`src/assert_macros.svh`:
```
// ---------------------------------------------------------------------------
// Assertion macros
// Concurrent checks on the rising clock edge, with the asynchronous reset
// masking them. Define NO_ASSERTIONS to compile them out.
// ---------------------------------------------------------------------------
`ifndef ASSERT_MACROS_SVH
`define ASSERT_MACROS_SVH
`ifndef NO_ASSERTIONS
// Check a property on every rising edge outside reset.
`define HBP_ASSERT(lbl, clk, rstn, prop) \
	lbl: assert property (@(posedge clk) disable iff (!rstn) prop) \
		else $error("huffman bit packer: property violated");
// Check that a condition never holds outside reset.
`define HBP_ASSERT_NEVER(lbl, clk, rstn, expr) \
	lbl: assert property (@(posedge clk) disable iff (!rstn) !(expr)) \
		else $error("huffman bit packer: forbidden condition seen");
`else
`define HBP_ASSERT(lbl, clk, rstn, prop)
`define HBP_ASSERT_NEVER(lbl, clk, rstn, expr)
`endif
`endif

```
`src/hbp_pkg.sv`:
```
// ---------------------------------------------------------------------------
// hbp_pkg
// Field widths, action codes and the result bundle of the bit packer.
// ---------------------------------------------------------------------------
`default_nettype none

package hbp_pkg;

	// Fixed widths of the item fields
	localparam int ACTION_W = 2;
	localparam int SYMBOL_W = 8;
	localparam int CODE_W   = 32;
	localparam int LENGTH_W = 6;
	localparam int BYTE_W   = 8;

	// Parameter defaults
	localparam int MAX_CODE_LEN_DEF = 32;
	localparam int SYMBOL_COUNT_DEF = 256;

	// Pending bit buffer
	localparam int PEND_W     = 7;
	localparam int PEND_CNT_W = 3;

	// Result bundle: at most four bytes per item
	localparam int OUT_SLOTS  = 4;
	localparam int SLOT_CNT_W = 3;

	// Action codes
	localparam logic [ACTION_W-1:0] ACT_LOAD   = 2'd0;
	localparam logic [ACTION_W-1:0] ACT_ENCODE = 2'd1;
	localparam logic [ACTION_W-1:0] ACT_FLUSH  = 2'd2;

	// Bytes produced by one item, slot 0 leaves first
	typedef struct packed {
		logic [OUT_SLOTS-1:0][BYTE_W-1:0] bytes;
		logic [SLOT_CNT_W-1:0]            count;
		logic                             final_mark;
	} emit_t;

endpackage

`default_nettype wire

```
`src/hbp_packer.sv`:
```
// ---------------------------------------------------------------------------
// hbp_packer
// Holds the pending bits, appends a looked-up code and splits off every
// completed byte; on flush, forms the partial byte and the padding count.
// ---------------------------------------------------------------------------
`default_nettype none

module hbp_packer #(
	parameter int CW = 32,
	parameter int LW = 6
) (
	input  logic            clk,
	input  logic            arst_n,
	input  logic            adv,
	input  logic            is_flush,
	input  logic [CW-1:0]   code,
	input  logic [LW-1:0]   len,
	output hbp_pkg::emit_t  emit
);
	import hbp_pkg::*;

	localparam int ACCW      = PEND_W + CW;
	localparam int TW        = $clog2(ACCW + 1);
	localparam int ALW       = ((ACCW + BYTE_W - 1) / BYTE_W) * BYTE_W;
	localparam int SLOT_BITS = OUT_SLOTS * BYTE_W;

	logic [PEND_W-1:0]         pend_q;
	logic [PEND_CNT_W-1:0]     pend_cnt_q;
	logic [ACCW-1:0]           acc;
	logic [TW-1:0]             total;
	logic [PEND_CNT_W-1:0]     rem;
	logic [ACCW+ALW-1:0]       wide;
	logic [ALW+SLOT_BITS-1:0]  ext;
	logic [PEND_W-1:0]         new_pend;
	logic [BYTE_W-1:0]         part_byte;
	logic [BYTE_W-1:0]         pad_byte;

	// Append the code below the pending bits
	always_comb begin
		acc      = (ACCW'(pend_q) << len) | ACCW'(code);
		total    = TW'(pend_cnt_q) + TW'(len);
		rem      = total[PEND_CNT_W-1:0];
		wide     = {acc, {ALW{1'b0}}} >> total;
		ext      = {wide[ALW-1:0], {SLOT_BITS{1'b0}}};
		new_pend = acc[PEND_W-1:0] & ~({PEND_W{1'b1}} << rem);
	end

	// Form the flush bytes
	always_comb begin
		part_byte = {1'b0, pend_q} << (4'(BYTE_W) - {1'b0, pend_cnt_q});
		pad_byte  = 8'(BYTE_W) - {{(BYTE_W-PEND_CNT_W){1'b0}}, pend_cnt_q};
	end

	// Build the result bundle
	always_comb begin
		emit = '0;
		if (is_flush) begin
			emit.final_mark = 1'b1;
			if (pend_cnt_q != '0) begin
				emit.bytes[0] = part_byte;
				emit.bytes[1] = pad_byte;
				emit.count    = SLOT_CNT_W'(2);
			end else begin
				emit.bytes[0] = pad_byte;
				emit.count    = SLOT_CNT_W'(1);
			end
		end else begin
			for (int k = 0; k < OUT_SLOTS; k++) begin
				emit.bytes[k] = ext[ALW+SLOT_BITS-1-BYTE_W*k -: BYTE_W];
			end
			emit.count = SLOT_CNT_W'(total >> 3);
		end
	end

	// Advance the pending bits, clear them on flush
	always_ff @(posedge clk or negedge arst_n) begin
		if (!arst_n) begin
			pend_q     <= '0;
			pend_cnt_q <= '0;
		end else if (adv) begin
			if (is_flush) begin
				pend_q     <= '0;
				pend_cnt_q <= '0;
			end else begin
				pend_q     <= new_pend;
				pend_cnt_q <= rem;
			end
		end
	end
endmodule

`default_nettype wire

```
`config.mk`:
```
export PLATFORM = sky130hd
export DESIGN_NAME = hbp_packer
export DESIGN_NICKNAME = d
export VERILOG_FILES = /design/src/assert_macros.svh /design/src/hbp_pkg.sv /design/src/hbp_packer.sv
export SDC_FILE = /design/constraint.sdc
export NUM_CORES = 1
export LEC_CHECK = 0
export BUFFER_PORTS_ARGS = -buffer_cell sky130_fd_sc_hd__buf_2
export CORE_ASPECT_RATIO = 1.4
export CORE_MARGIN = 10
export CORE_UTILIZATION = 35
export DETAILED_ROUTE_END_ITERATION = 6
export PLACE_DENSITY_LB_ADDON = 0.15
export SLEW_MARGIN = 20
export SYNTH_ARGS = -nofsm -noshare
export SYNTH_HDL_FRONTEND = slang
export SYNTH_SLANG_ARGS = --single-unit
```
`constraint.sdc`:
```
create_clock -name clk -period 3.03 [get_ports clk]
set_input_delay 0 -clock clk [delete_from_list [all_inputs] [get_ports clk]]
set_output_delay 0 -clock clk [all_outputs]
set_load 0.01 [all_outputs]
```
* Word-level counts from Yosys, hierarchy flattened
Cells that the tools add are included.
** Word-level totals
- Flip-flop bits (word level) :: 10
- Latch bits :: 0
- Memory bits (writable) :: 0
- ROM bits :: 0
- Input port bits :: 42
- Logic and storage cells :: 20
- Memories kept :: 0
** Operators by class
- $add $sub $neg :: 3
- $mul :: 0
- Divide/modulo/power cells :: 0
- Magnitude comparators :: 0
- Eq/ne operators :: 0
- Shift operators :: 4
- Multiplexer cells :: 7
- Bitwise operators :: 3
- Reduce and logical (&&, ||, !) cells :: 1
** Operators by type and width (count)
- $shr A79 B6 Y40 :: 1
- $or A39 B32 Y39 :: 1
- $shl A7 B6 Y39 :: 1
- $mux W19 :: 1
- $mux W16 :: 1
- $mux W11 :: 1
- $mux W8 :: 1
- $shl A7 B4 Y8 :: 1
- $and A7 B7 Y7 :: 1
- $mux W7 :: 1
- $not A7 Y7 :: 1
- $shl A7 B3 Y7 const A :: 1
- $add A3 B6 Y6 :: 1
- $sub A4 B3 Y5 const A :: 1
- $sub A4 B3 Y4 const A :: 1
- $mux W3 :: 1
- $reduce_bool A3 Y1 :: 1
- $mux W1 :: 1

* Depth between registers and ports, before layout
- Depth in word-level cells :: 5
- Gate-level depth with buffers :: 12
- Mapped depth without buffers :: 10

* Worst setup path after synthesis
Ideal clock, no wire load.
- Path type :: register to output
- Start point :: register pend_cnt_q[0]
- End point :: output port emit[11] (netlist bit)
- Arrival :: 2.992 ns
- Setup slack :: 0.038 ns
- Cell stages (with the launch flop) :: 11
- Buffers on the path :: 1
- Path through :: dfrtp_1 ha_1 fa_1 clkbuf_1 clkinv_1 a221oi_1 a21oi_1 o31ai_1 o21ai_1 a2111oi_2 o221ai_1
** RTL lines
- start: declaration :: RTL line hbp_packer.sv:28 : logic [PEND_CNT_W-1:0] pend_cnt_q;
- start signal: assignment :: RTL line hbp_packer.sv:86 : pend_cnt_q <= rem;
- end: declaration :: RTL line hbp_packer.sv:18 : output hbp_pkg::emit_t emit

==> impl_metrics.yaml <==
yosys:
  syn_area_per_cell_um2: 6.77
  netlist_area_um2: 5310
  ys_types: 93
  synth_top_family_by_area: "compound AO/OA/AOI/OAI gates"
  syn-num-nets: 832
  synth_compound_area_frac: 0.442
  async_reset_ff_frac: 1.00
  yosys.area_share.simple: 0.253
  ys.flop_type: "dfrtp_1"
  yosys_warnings: 0
  synthMuxAreaShare: 0.155
  syn_inst: 784
  synth-edff-count: 0
  synth_seq_cells: 10
  synth_xor_area_frac: 0.0132
  ys_seq_area_frac: 0.0472
  synth_fa_ha_area_frac: 0.0156
global_route:
  grt_pass1_wl_um: 48400
  overflow: 0
  grtUsageTotal: 0.302
  antenna_found_initial: 0
  grt_max_degree: 58
  first_global_vias: 8141
detailed_routing:
  finalWirelength_um: 33300
  vias: 8159
  avgRoutedWirePerCell_um: 27.6
  drc_errors: 0
  drtPass1Iterations: 5
  first_iter_violations: 1032
  antenna_left: 0
  vias_per_cell: 6.76
finish:
  layout_common_cells: "buf_4, nand2_1, buf_2, nor2_1, nand3_1"
  area_growth_pct: 66.1
  mostFrequentLayoutCell: "buf_4"
  fin_util: 0.591
  layoutNonFillerInstCount: 1207
  area.sequential_um2: 255
  num-nets-final: 1065
  drive_gt1_frac: 0.507
  antenna_cells: 0
  fillers: 1389
  multi_input_area_um2: 5810
worst_setup_path:
  crit_arrival_ps: 3290
  crit_type: "flop to output pin"
  worst-path-max-fanout: 4
  cp.required_ps: 3030
  ff2ff_setup_slack_ps: 590
  cp-start-kind: "flop"
  end_kind: "output pin"
floorplan:
  dieArea_um2: 20600
  start_util: 0.356
  die_x_um: 124
  die_h_um: 166
  io-pin-count: 78
  num_rows: 53
  core-area_um2: 14900
clock_tree:
  numCtsBuffers: 3
  cts.sinks: 10
  clock_latency_ps: 230
  htree_levels: 1
  clockBufferDepth: 2
  clk_pin_slew_ps: 40
  cts-root-buf: "clkbuf_16"
  tritoncts: "done"
timing:
  period_minus_slack_ps: 3290
  rsz0062_at_grt: "yes"
  worst_pin_slew_ps: 632
  worst_slack_ps: -264
  fmax_mhz: 304
  period_share: 1.09
  setup-violations-final: 32
  skew_ps: 1.95
  hold_violations: 0
  maxSlewHeadroom: 0.574
  slew_violations: 0
power_and_ir_drop:
  ir_worst_vdd_mv: 0.303
  powerDensity_nw_per_um2: 670
  leakage_nw: 3.43
run_status:
  status: "finished, violations left"
  violations: "negative setup slack"
placement:
  portBuffers: 77
  place_inst: 1167
  dp_slack_ps: -295
  place.gp.congestion: 1.02
  post-dp-hpwl_um: 26100
flow_run:
  drv_cap: 0
worst_hold_path:
  hold_class: "primary input to flop"
## cells by family after synthesis
group | count (synthesis)
flops | 10
mux | 65
simple gates | 284
buf+inv | 91
xor+xnor | 8
fa+ha+maj | 6
compound gates | 320
## cells in the mapped netlist (6+ instances only)
cell | n | area (µm²)
o221ai_1 | 7 | 61.3
o21ai_1 | 9 | 45.0
mux2i_1 | 35 | 350
inv_1 | 15 | 56.3
clkbuf_1 | 44 | 165
mux2_2 | 13 | 146
nor3b_1 | 6 | 45.0
buf_1 | 7 | 26.3
a21oi_1 | 50 | 250
o31ai_1 | 9 | 67.6
nand2_1 | 80 | 300
a31oi_1 | 13 | 81.3
o21ai_0 | 34 | 170
o32ai_1 | 7 | 61.3
a221oi_1 | 13 | 114
a21o_1 | 7 | 52.6
o211ai_1 | 16 | 120
nor2_1 | 81 | 304
o22ai_1 | 37 | 231
a22oi_1 | 10 | 75.1
nand4_1 | 6 | 37.5
buf_2 | 18 | 90.1
nand3_1 | 43 | 215
mux4_2 | 8 | 180
nand2b_1 | 7 | 43.8
a32oi_1 | 12 | 105
nor3_1 | 25 | 125
a22o_1 | 9 | 78.8
dfrtp_1 | 10 | 250
a211oi_1 | 24 | 180
## final cells by class
type                       count  area share
sequential                    10      0.0290
multi-input combinational    683       0.659
timing repair buffer         302       0.269
inverter                      17     0.00752
clock buffer                   3     0.00852
tap                          192      0.0273
## per-layer routing
metal	wire, µm	vias up	global-route usage
met5	0	-	0
met4	2660	0	0.198
met3	2290	156	0.0453
met2	16100	495	0.508
met1	12300	3941	0.337
li1	-	3567	-
## final timing paths
check,start,to,cells past startpoint
setup / recovery,pend_cnt_q[0]$_DFFE_PN0P_,emit[21],11
hold reg to reg,pend_cnt_q[2]$_DFFE_PN0P_,pend_cnt_q[2]$_DFFE_PN0P_,2
max in group asynchronous,arst_n,pend_q[3]$_DFFE_PN0P_,2
min in group asynchronous,arst_n,pend_cnt_q[2]$_DFFE_PN0P_,2
setup reg to reg,pend_cnt_q[0]$_DFFE_PN0P_,pend_q[4]$_DFFE_PN0P_,7
hold / removal,adv,pend_q[2]$_DFFE_PN0P_,3
## sequential cells by signal, indices dropped and copies added (netlist names)
signal,cells
pend_cnt_q,3
pend_q,7
## power by group
| group | switching [mW] | internal [mW] | leakage [nW] |
|---|---|---|---|
| Combinational | 3.06 | 2.43 | 3.27 |
| Sequential | 0.0288 | 0.153 | 0.127 |
| Clock | 0.0597 | 0.171 | 0.0370 |
| Total | 3.15 | 2.76 | 3.43 |
## metrics by stage
stage | setup TNS [ps] | area, µm² | total power, mW | hold WS, ps
after floorplan | 0 | 5310 | 2.36 | -296
after global placement | -3820 | 7180 | 4.30 | -139
after detailed placement | -4370 | 7180 | 4.30 | -122
after CTS | -5050 | 8020 | 5.18 | 111
after global routing | -7730 | 8810 | 6.15 | 130
final | -5650 | 8810 | 5.91 | 113
## critical path: stages, from the launching register on
cell	delay, ps
dfrtp_1	410
ha_2	210
fa_2	610
mux2_4	330
a31oi_4	170
o31ai_4	110
a222oi_1	340
a221oi_1	160
o31ai_1	320
buf_4	180
o32ai_1	80
buf_2	150
## timing repair
item / CTS / global route
gates cloned: 0 / 2
gates resized for setup: 121 / 121
endpoints found under the setup margin: 32 / 32
hold endpoints to repair: 10 / 0
setup buffers: 22 / 15
pin swaps: 37 / 54
hold buffers: 1 / 0
(Power assumes the default switching activity.)
