--- src/assert_macros.svh ---
// ---------------------------------------------------------------------------
// Assertion macros
// Concurrent checks on the rising clock edge, with the asynchronous reset
// masking them. Define NO_ASSERTIONS to compile them out.
// ---------------------------------------------------------------------------
`ifndef ASSERT_MACROS_SVH
`define ASSERT_MACROS_SVH
`ifndef NO_ASSERTIONS
// Check a property on every rising edge outside reset.
`define HBP_ASSERT(lbl, clk, rstn, prop) \
	lbl: assert property (@(posedge clk) disable iff (!rstn) prop) \
		else $error("huffman bit packer: property violated");
// Check that a condition never holds outside reset.
`define HBP_ASSERT_NEVER(lbl, clk, rstn, expr) \
	lbl: assert property (@(posedge clk) disable iff (!rstn) !(expr)) \
		else $error("huffman bit packer: forbidden condition seen");
`else
`define HBP_ASSERT(lbl, clk, rstn, prop)
`define HBP_ASSERT_NEVER(lbl, clk, rstn, expr)
`endif
`endif

--- src/hbp_pkg.sv ---
// ---------------------------------------------------------------------------
// hbp_pkg
// Field widths, action codes and the result bundle of the bit packer.
// ---------------------------------------------------------------------------
`default_nettype none

package hbp_pkg;

	// Fixed widths of the item fields
	localparam int ACTION_W = 2;
	localparam int SYMBOL_W = 8;
	localparam int CODE_W   = 32;
	localparam int LENGTH_W = 6;
	localparam int BYTE_W   = 8;

	// Parameter defaults
	localparam int MAX_CODE_LEN_DEF = 32;
	localparam int SYMBOL_COUNT_DEF = 256;

	// Pending bit buffer
	localparam int PEND_W     = 7;
	localparam int PEND_CNT_W = 3;

	// Result bundle: at most four bytes per item
	localparam int OUT_SLOTS  = 4;
	localparam int SLOT_CNT_W = 3;

	// Action codes
	localparam logic [ACTION_W-1:0] ACT_LOAD   = 2'd0;
	localparam logic [ACTION_W-1:0] ACT_ENCODE = 2'd1;
	localparam logic [ACTION_W-1:0] ACT_FLUSH  = 2'd2;

	// Bytes produced by one item, slot 0 leaves first
	typedef struct packed {
		logic [OUT_SLOTS-1:0][BYTE_W-1:0] bytes;
		logic [SLOT_CNT_W-1:0]            count;
		logic                             final_mark;
	} emit_t;

endpackage

`default_nettype wire

--- src/hbp_out_if.sv ---
// ---------------------------------------------------------------------------
// hbp_out_if
// Byte stream channel: packed bytes with a final mark, valid/ready.
// ---------------------------------------------------------------------------
`default_nettype none

interface hbp_out_if;
	import hbp_pkg::*;

	logic              valid;
	logic              ready;
	logic [BYTE_W-1:0] out_byte;
	logic              final_byte;

	modport source (
		output valid, out_byte, final_byte,
		input  ready
	);

	modport sink (
		input  valid, out_byte, final_byte,
		output ready
	);
endinterface

`default_nettype wire

--- src/hbp_out_buf.sv ---
// ---------------------------------------------------------------------------
// hbp_out_buf
// Output register bank: takes the bytes of one item and sends them one per
// cycle on the byte stream while the stream is ready.
// ---------------------------------------------------------------------------
`default_nettype none

module hbp_out_buf (
	input  logic              clk,
	input  logic              arst_n,
	input  logic              load,
	input  hbp_pkg::emit_t    din,
	output logic              free,
	hbp_out_if.source         stream
);
	import hbp_pkg::*;

	logic [OUT_SLOTS*BYTE_W-1:0] bytes_q;
	logic [SLOT_CNT_W-1:0]       cnt_q;
	logic                        final_q;
	logic                        take;

	assign take = stream.valid && stream.ready;
	assign free = (cnt_q == '0) || ((cnt_q == SLOT_CNT_W'(1)) && stream.ready);

	// Hold the byte count and the final mark
	always_ff @(posedge clk or negedge arst_n) begin
		if (!arst_n) begin
			cnt_q   <= '0;
			final_q <= 1'b0;
		end else if (load) begin
			cnt_q   <= din.count;
			final_q <= din.final_mark;
		end else if (take) begin
			cnt_q <= cnt_q - SLOT_CNT_W'(1);
		end
	end

	// Load or shift the byte slots
	always_ff @(posedge clk) begin
		if (load) begin
			bytes_q <= din.bytes;
		end else if (take) begin
			bytes_q <= bytes_q >> BYTE_W;
		end
	end

	assign stream.valid      = (cnt_q != '0);
	assign stream.out_byte   = bytes_q[BYTE_W-1:0];
	assign stream.final_byte = final_q && (cnt_q == SLOT_CNT_W'(1));
endmodule

`default_nettype wire

--- src/flat_wrapper.sv ---
// flat-port wrapper written by rule: the top's interface ports become plain ports
module hbp_out_buf_flat import hbp_pkg::*;
  (clk, arst_n, load, din, free, stream_valid, stream_out_byte, stream_final_byte, stream_ready);
  hbp_out_if stream_i ();
  input  logic clk;
  input  logic arst_n;
  input  logic load;
  input  hbp_pkg::emit_t din;
  output logic free;
  output wire logic [$bits(stream_i.valid)-1:0] stream_valid;
  output wire logic [$bits(stream_i.out_byte)-1:0] stream_out_byte;
  output wire logic [$bits(stream_i.final_byte)-1:0] stream_final_byte;
  input wire logic [$bits(stream_i.ready)-1:0] stream_ready;
  assign stream_valid = stream_i.valid;
  assign stream_out_byte = stream_i.out_byte;
  assign stream_final_byte = stream_i.final_byte;
  assign stream_i.ready = stream_ready;
  hbp_out_buf u_core (.clk(clk), .arst_n(arst_n), .load(load), .din(din), .free(free), .stream(stream_i));
endmodule
--- config.mk ---
export PLATFORM = sky130hd
export DESIGN_NAME = hbp_out_buf_flat
export DESIGN_NICKNAME = d
export VERILOG_FILES = /design/src/assert_macros.svh /design/src/hbp_pkg.sv /design/src/hbp_out_if.sv /design/src/hbp_out_buf.sv /design/src/flat_wrapper.sv
export SDC_FILE = /design/constraint.sdc
export NUM_CORES = 1
export LEC_CHECK = 0
export ABC_AREA = 1
export BUFFER_PORTS_ARGS = -buffer_cell sky130_fd_sc_hd__clkbuf_2
export CORE_MARGIN = 2
export CORE_UTILIZATION = 35
export CTS_BUF_LIST = sky130_fd_sc_hd__clkbuf_8
export CTS_CLUSTER_SIZE = 30
export DETAILED_ROUTE_END_ITERATION = 10
export PLACE_DENSITY_LB_ADDON = 0.15
export SETUP_SLACK_MARGIN = 0.1
export SKIP_LAST_GASP = 1
export SYNTH_ARGS = -nofsm -noshare
export SYNTH_HDL_FRONTEND = slang
export SYNTH_SLANG_ARGS = --single-unit
--- constraint.sdc ---
create_clock -name clk -period 4.8 [get_ports clk]
set_clock_uncertainty 0.2 [all_clocks]
set_input_delay 0.48 -clock clk [delete_from_list [all_inputs] [get_ports clk]]
set_output_delay 0.48 -clock clk [all_outputs]
set_load 0.02 [all_outputs]
# After elaboration in Yosys (flattened, before gate mapping)
# Cells that the tools add are included.
# word_totals
register_bits,36
latchBits,0
ramBits,0
romBits,0
inputBits,40
output_inout_bits,11
wordCells,16
n_memories,0
# classes
n_addsub,1
mul,0
div_mod_pow,0
n_lt_le_gt_ge,0
eq_ne,1
shift,0
mux,4
n_bitwise,0
reduce_logical,7
# ops
cell,count
32-bit two-way mux,2
3-bit two-way mux,2
3-bit by 1-bit == test with 1-bit output (second input constant),1
1-bit logical AND,3
3-bit zero test,1
3-bit nonzero test,1
3-bit by 1-bit subtractor with 3-bit output (second input constant),1
2-bit nonzero test,1
1-bit logical OR,1

# Logic depth before layout (Yosys ltp)
# Gate-level depths: netlist (run 1).
# depth
word_depth,4
ltp_mapped,7
mapped_depth_nobuf,7

# Worst setup path before layout (run 1)
# OpenSTA, ideal clock, no wires.
# synth_path
kind,reg-to-reg
startpoint,register u_core.cnt_q[0]
endpoint,"register u_core.bytes_q[0], enable pin"
setup_time_ns,0.391
arrival_ns,1.672
slack_ns,2.537
path_stages_with_launch,6
path_buffers,0
cell_sequence,dfrtp_1 > inv_1 > ha_1 > nand2_1 > nand2_1 > nand2_1
# synth_via
elab_chain_cells,3
# synth_rtl
item,line,text
from (decl),hbp_out_buf.sv:19,logic [SLOT_CNT_W-1:0] cnt_q;
from (signal assigned),hbp_out_buf.sv:32,cnt_q <= din.count;
from (signal assigned),hbp_out_buf.sv:35,cnt_q <= cnt_q - SLOT_CNT_W'(1);
3-bit nonzero test,hbp_out_buf.sv:48,assign stream.valid = (cnt_q != '0);
named net stream_valid,flat_wrapper.sv:10,output wire logic [$bits(stream_i.valid)-1:0] stream_valid;
1-bit logical AND,hbp_out_buf.sv:23,assign take = stream.valid && stream.ready;
2-bit nonzero test (no source line),-,
to (signal assigned),hbp_out_buf.sv:42,bytes_q <= din.bytes;
to (signal assigned),hbp_out_buf.sv:44,bytes_q <= bytes_q >> BYTE_W;
to (decl),hbp_out_buf.sv:18,logic [OUT_SLOTS*BYTE_W-1:0] bytes_q;
# The timed path passes the listed nets, and every way through them passes these cells.
# A chain may end at the register's enable or synchronous reset.

# Worst setup path in the final report (run 1)
# layout_path
startpoint,input load
endpoint,"register u_core.bytes_q[26], enable pin"
# layout_via
elab_chain_cells,1
# layout_rtl
item,line,text
from (decl),flat_wrapper.sv:7,input logic load;
2-bit nonzero test (no source line),-,
# No other way between the ends.

==> results.ini, run 1 <==
[grt]
grt_antenna_before_repair=0
grt_max_degree=41
grt_pass1_vias=1042
grt_use_total_pct=10.8
overflow=0
grt_first_pass_wirelength_um=4240

[logic_synthesis]
synth-seq-area-share_pct=63.2
synthCells=177
synth_nets=220
synth_ff_type=edfxtp_1
synth_edf_count=32
ys_ff_latch=36
yosysTopAreaCell=edfxtp_1
yosysMostFrequentCell=nand2_1
synthDistinctLibCells=13
yosys_warnings=0
synthTopCellsByArea=edfxtp_1, nand2_1, dfrtp_1
async_flop_share_pct=11.1
synth_top_area_share_pct=57.3
synth_commonest_cells=nand2_1, edfxtp_1, inv_1
netlist_area_um2=1680
avgSynthCellArea_um2=9.48

[sta]
setup_viol=0
fin_crit_sh_pct=58.0
slew_violations=0
tightest_slew_ns=0.973
hold_viol=0
timing.fmax_mhz=359
maxSlewHeadroom_pct=35.0
tns_ns=0
rsz0062_at_grt=false
post-route-min-period_ns=2.78

[place]
gp_congestion=0.706
portBuffers=50
dp_hpwl_um=1870

[routing]
met2_length_um=1230
drt_iter0_drc=28
routedWlPerCell_um=9.51
drc=0
route.met3.wl_um=207
totalWireLength_um=2630
top_layer_used=met4
dr.pass1.iters=4
routed-via-count=1129
wl_met1_um=1160
detail-route-antenna-nets=0
viasPerCell=4.09

[floorplan]
die-area_um2=5360
die_w_um=73.2
die_h_um=73.2
start_util_pct=36.0
fp.coreArea_um2=4660
rows=25
io_pins=51

[pwr]
peakVddDrop_mv=0.135
p_leak_nw=1.06
power_uw=715
powerDensity_nw_per_um2=360

[clock_tree]
cts_made_buffers=5
ctsResizeCount=0
clk_pin_slew_ns=0.06
cts_buffer_depth=2
root_buffer=clkbuf_8
cts_tree=yes
clock-sinks=36
ctsHoldBuffers=1
clk_latency_ns=0.28
htreeDepth=2
cts_setup_buffers=0

[critical_path]
cp_max_fo=40
cpPeakStageDelay_ns=0.83
cp_data_arrival_time_ns=2.57
path_buf_inv=3
crit_family=buffers and inverters
cp-end-kind=flip-flop
required_ns=4.58
startpoint_type=input port
path_class=input port to flip-flop
cp_slowest_cell=nand2_1
crit_chain=clkbuf_2 -> inv_2 -> nand2_1 -> buf_4

[outcome]
status=complete, no violations

[run]
max-cap-violations=0

[min_path]
hold_class=input port to flip-flop

[cells_and_area]
finalNetCount=264
fill_cells=467
syn_to_final_growth_pct=18.5
diodes=0
drive_gt1_share_pct=26.1

[cell families after synthesis]
kind of cell             share of synthesized area [%]
AO/OA/AOI/OAI                                     1.49
buffers and inverters                             9.92
flip-flops                                        63.2
adder cells (fa/ha/maj)                           2.24
AND/OR/NAND/NOR                                   23.1
[sequential cells by signal (all words and copies together), names as in the netlist]
signal,count
u_core.bytes_q,32
u_core.cnt_q,3
u_core.final_q,1
[tightest hold or removal path, cell delays in order]
cell and delay (ns):
clkbuf_2 0.07, nand2_1 0.04, o21ai_0 0.05
[layout make-up]
class	count	area, µm²	share of cell area [%]
Timing Repair Buffer	52	268	13.5
Tap cell	54	67.6	3.40
Clock inverter	3	12.5	0.629
Sequential cell	36	1060	53.4
Inverter	16	60.1	3.02
Multi-Input combinational cell	110	450	22.7
Clock buffer	5	68.8	3.46
[final timing paths]
check	from	end	slack, ns	cells past startpoint
setup / recovery	load	u_core.bytes_q[26]$_SDFFCE_PN0P_	2.02	4
hold / removal	din[0]	u_core.final_q$_DFFE_PN0P_	0.20	3
setup reg to reg	u_core.cnt_q[0]$_DFFE_PN0P_	u_core.bytes_q[26]$_SDFFCE_PN0P_	2.36	6
hold reg to reg	u_core.bytes_q[21]$_DFFE_PP_	u_core.bytes_q[13]$_DFFE_PP_	0.30	2
max in group asynchronous	arst_n	u_core.cnt_q[1]$_DFFE_PN0P_	3.92	2
min in group asynchronous	arst_n	u_core.cnt_q[2]$_DFFE_PN0P_	0.34	2
[layer usage]
| layer | track usage (%) | vias to the layer above |
|---|---|---|
| li1 | - | 632 |
| met1 | 11.7 | 458 |
| met2 | 17.7 | 35 |
| met3 | 5.66 | 4 |
| met4 | 4.32 | 0 |
| met5 | 0 | - |
[report_power, final]
part	total, mW	internal [mW]	leakage [nW]	switching [mW]
Clock	0.192	0.0973	0.0505	0.0950
Combinational	0.119	0.0433	0.627	0.0761
Sequential	0.403	0.392	0.383	0.0115
[metrics by stage]
step | hold WS [ns] | setup WS (ns) | cells | util [%] | instance area (µm²)
3_5_place_dp | 0.0994 | 1.67 | 267 | 40.7 | 1900
6_report | 0.204 | 2.02 | 276 | 42.7 | 1990
5_1_grt | 0.215 | 1.76 | 276 | 42.7 | 1990
3_3_place_gp | 0.101 | 1.71 | 267 | 40.7 | 1900
4_1_cts | 0.202 | 1.96 | 276 | 42.7 | 1990
2_1_floorplan | -0.0156 | 2.54 | 177 | - | 1680
[cell usage in the layout, fill, tap and decap left out]
cell type / count
nand2_1: 97
nor2_1: 1
o21ai_0: 4
inv_2: 1
edfxtp_1: 32
dlygate4sd3_1: 1
clkbuf_2: 50
clkbuf_8: 5
nand3_1: 4
dfrtp_1: 4
a21oi_1: 1
ha_1: 3
inv_1: 17
clkinv_2: 1
buf_4: 1
No activity file was read; power rests on OpenSTA's default activity.
==> run 2, diff against run 1 <==
ABC_AREA = 0   (was 1)
clock period = 2.8 ns   (was 4.8 ns; I/O delays follow)
==> results.ini, run 2 <==
[floorplan]
io_pins=51
die_h_um=74.8
die-area_um2=5600
die_w_um=74.8
fp.coreArea_um2=4790
start_util_pct=36.7
rows=25

[critical_path]
timing.rr.start=u_core.cnt_q[0]$_DFFE_PN0P_
cp-end-kind=output port
required_ns=2.32
cpPeakStageDelay_ns=0.41
crit_chain=inv_1 -> ha_1 -> a21oi_1 -> nor2_1 -> clkbuf_2
reg2reg_depth=5
cp_slowest_cell=dfrtp_1
startpoint_type=flip-flop
cp_max_fo=3
r2r-end=u_core.bytes_q[2]$_DFFE_PP_
path_class=flip-flop to output port
cp_data_arrival_time_ns=1.39
reg2reg_slack_ns=1.05

[logic_synthesis]
synthCells=108
synth_nets=151
synth_top_area_share_pct=54.7
yosys_warnings=0
synthTopCellsByArea=edfxtp_1, mux2_4, dfrtp_1
synth_ff_type=edfxtp_1
synth-seq-area-share_pct=60.4
synthDistinctLibCells=19
ys_ff_latch=36
yosysMostFrequentCell=edfxtp_1
async_flop_share_pct=11.1
yosysTopAreaCell=edfxtp_1
avgSynthCellArea_um2=16.3
synth_edf_count=32
synth_commonest_cells=edfxtp_1, mux2_4, and2_1, buf_4
netlist_area_um2=1760

[routing]
detail-route-antenna-nets=0
drt_iter0_drc=59
viasPerCell=4.35
routedWlPerCell_um=12.8
dr.pass1.iters=5
drc=0
routed-via-count=971
totalWireLength_um=2850

[grt]
overflow=0
grt_first_pass_wirelength_um=4390
grt_antenna_before_repair=0
grt_max_degree=33
grt_pass1_vias=991
grt_use_total_pct=10.9

[sta]
tightest_slew_ns=0.646
hold_viol=0
post-route-min-period_ns=1.87
slew_violations=0
fin_ws_ns=0.934
tns_ns=0
maxSlewHeadroom_pct=56.9
setup_viol=0
timing.fmax_mhz=536
rsz0062_at_grt=false
fin_crit_sh_pct=66.6

[cells_and_area]
largest_register_ffs=32
final_common_cell=clkbuf_2
final-instance-count-excl-fill=223
syn_to_final_growth_pct=20.7
largest_register=u_core.bytes_q
drive_gt1_share_pct=54.5
top_regs=u_core.bytes_q x32, u_core.cnt_q x3, u_core.final_q x1
fill_cells=456
diodes=0
most-common-layout-cells=clkbuf_2, edfxtp_1, mux2_4, and2_1, clkbuf_8
finalNetCount=198

[clock_tree]
cts_buffer_depth=2
root_buffer=clkbuf_8
ctsResizeCount=0
clk_latency_ns=0.29
clk_pin_slew_ns=0.07
cts_tree=yes
clock-sinks=36
cts_made_buffers=5
htreeDepth=2

[run]
max-cap-violations=0

[pwr]
peakVddDrop_mv=0.187
powerDensity_nw_per_um2=602
p_leak_nw=0.975

[place]
gp_congestion=0.692
portBuffers=50
dp.cells=214
dp_worst_setup_slack_ns=0.950

[min_path]
hold_end=u_core.cnt_q[0]$_DFFE_PN0P_
worstHoldStart=din[1]
hold_class=input port to flip-flop
worstHoldPathCells=3

[outcome]
status=complete, no violations

## run 2: cell count changes after synthesis, moves of 3 or more
cell | before | now
nand2_1 | 97 | 5
buf_6 | 1 | 4
inv_1 | 15 | 2
and2_1 | 0 | 8
buf_2 | 4 | 0
nor2_1 | 1 | 5
o21ai_0 | 4 | 1
mux2_4 | 0 | 24
## run 2: per-layer routing
| layer | wire length [µm] | global-route usage (%) |
|---|---|---|
| met4 | 49 | 4.76 |
| met3 | 219 | 5.22 |
| met2 | 1370 | 17.7 |
| met1 | 1200 | 12.1 |
| met5 | 0 | 0 |
## run 2: how the worst max path moves through the flow
stage | from | endpoint | depth (start not counted)
6_report | u_core.cnt_q[0]$_DFFE_PN0P_ | free | 5
5_1_grt | u_core.cnt_q[0]$_DFFE_PN0P_ | free | 5
4_1_cts | u_core.cnt_q[0]$_DFFE_PN0P_ | free | 5
3_5_place_dp | load | u_core.bytes_q[20]$_DFFE_PP_ | 3
3_3_place_gp | load | u_core.bytes_q[4]$_DFFE_PP_ | 3
2_1_floorplan | u_core.cnt_q[0]$_DFFE_PN0P_ | u_core.bytes_q[0]$_DFFE_PP_ | 4
## run 2: power by group
part | leakage, nW | internal (mW) | switching [mW]
Sequential | 0.379 | 0.662 | 0.0192
Clock | 0.0538 | 0.193 | 0.179
Combinational | 0.543 | 0.117 | 0.106
Total | 0.975 | 0.972 | 0.304
## run 2: cells by family (layout without fill, tap and decap cells)
logic type / after synthesis / after routing / share of synthesized area [%]
muxes: 26 / 26 / 21.7
buffers and inverters: 15 / 63 / 6.70
DFF: 36 / 36 / 60.4
AOI/OAI and AO/OA: 5 / 5 / 2.07
adders and majority gates: 3 / 3 / 2.14
and+or+nand+nor: 23 / 23 / 6.91
## run 2: layout make-up
class                           instances  area (µm²)  share of cell area (%)
Sequential cell                        36        1060                    50.1
Clock inverter                          2        7.51                   0.354
Inverter                                2        7.51                   0.354
Tap cell                               67        83.8                    3.96
Multi-Input combinational cell         57         577                    27.2
Timing Repair Buffer                   53         300                    14.2
Clock buffer                            6        82.6                    3.90
## run 2: per-stage QoR
stage / util [%] / hold slack [ns] / instance area, µm² / total power [mW]
floorplan: - / -0.216 / 1760 / 0.861
global placement: 42.2 / -0.110 / 2020 / 0.906
detailed placement: 42.2 / -0.101 / 2020 / 0.918
CTS: 44.3 / 0.00378 / 2120 / 1.29
global route: 44.3 / 0.0214 / 2120 / 1.34
finish: 44.3 / 0.00409 / 2120 / 1.28
## run 2: critical path, delay by kind of cell (launching register included)
kind            cells  cell delay, ns
flops               1            0.41
buf+inv             2            0.29
fa+ha+maj           1            0.25
simple gates        1            0.09
compound gates      1            0.06
## run 2: repair_timing
item                                    CTS  global route
endpoints found under the setup margin    0             0
hold buffers                              1             0
hold endpoints to repair                  4             0
buffers inserted                          0             0
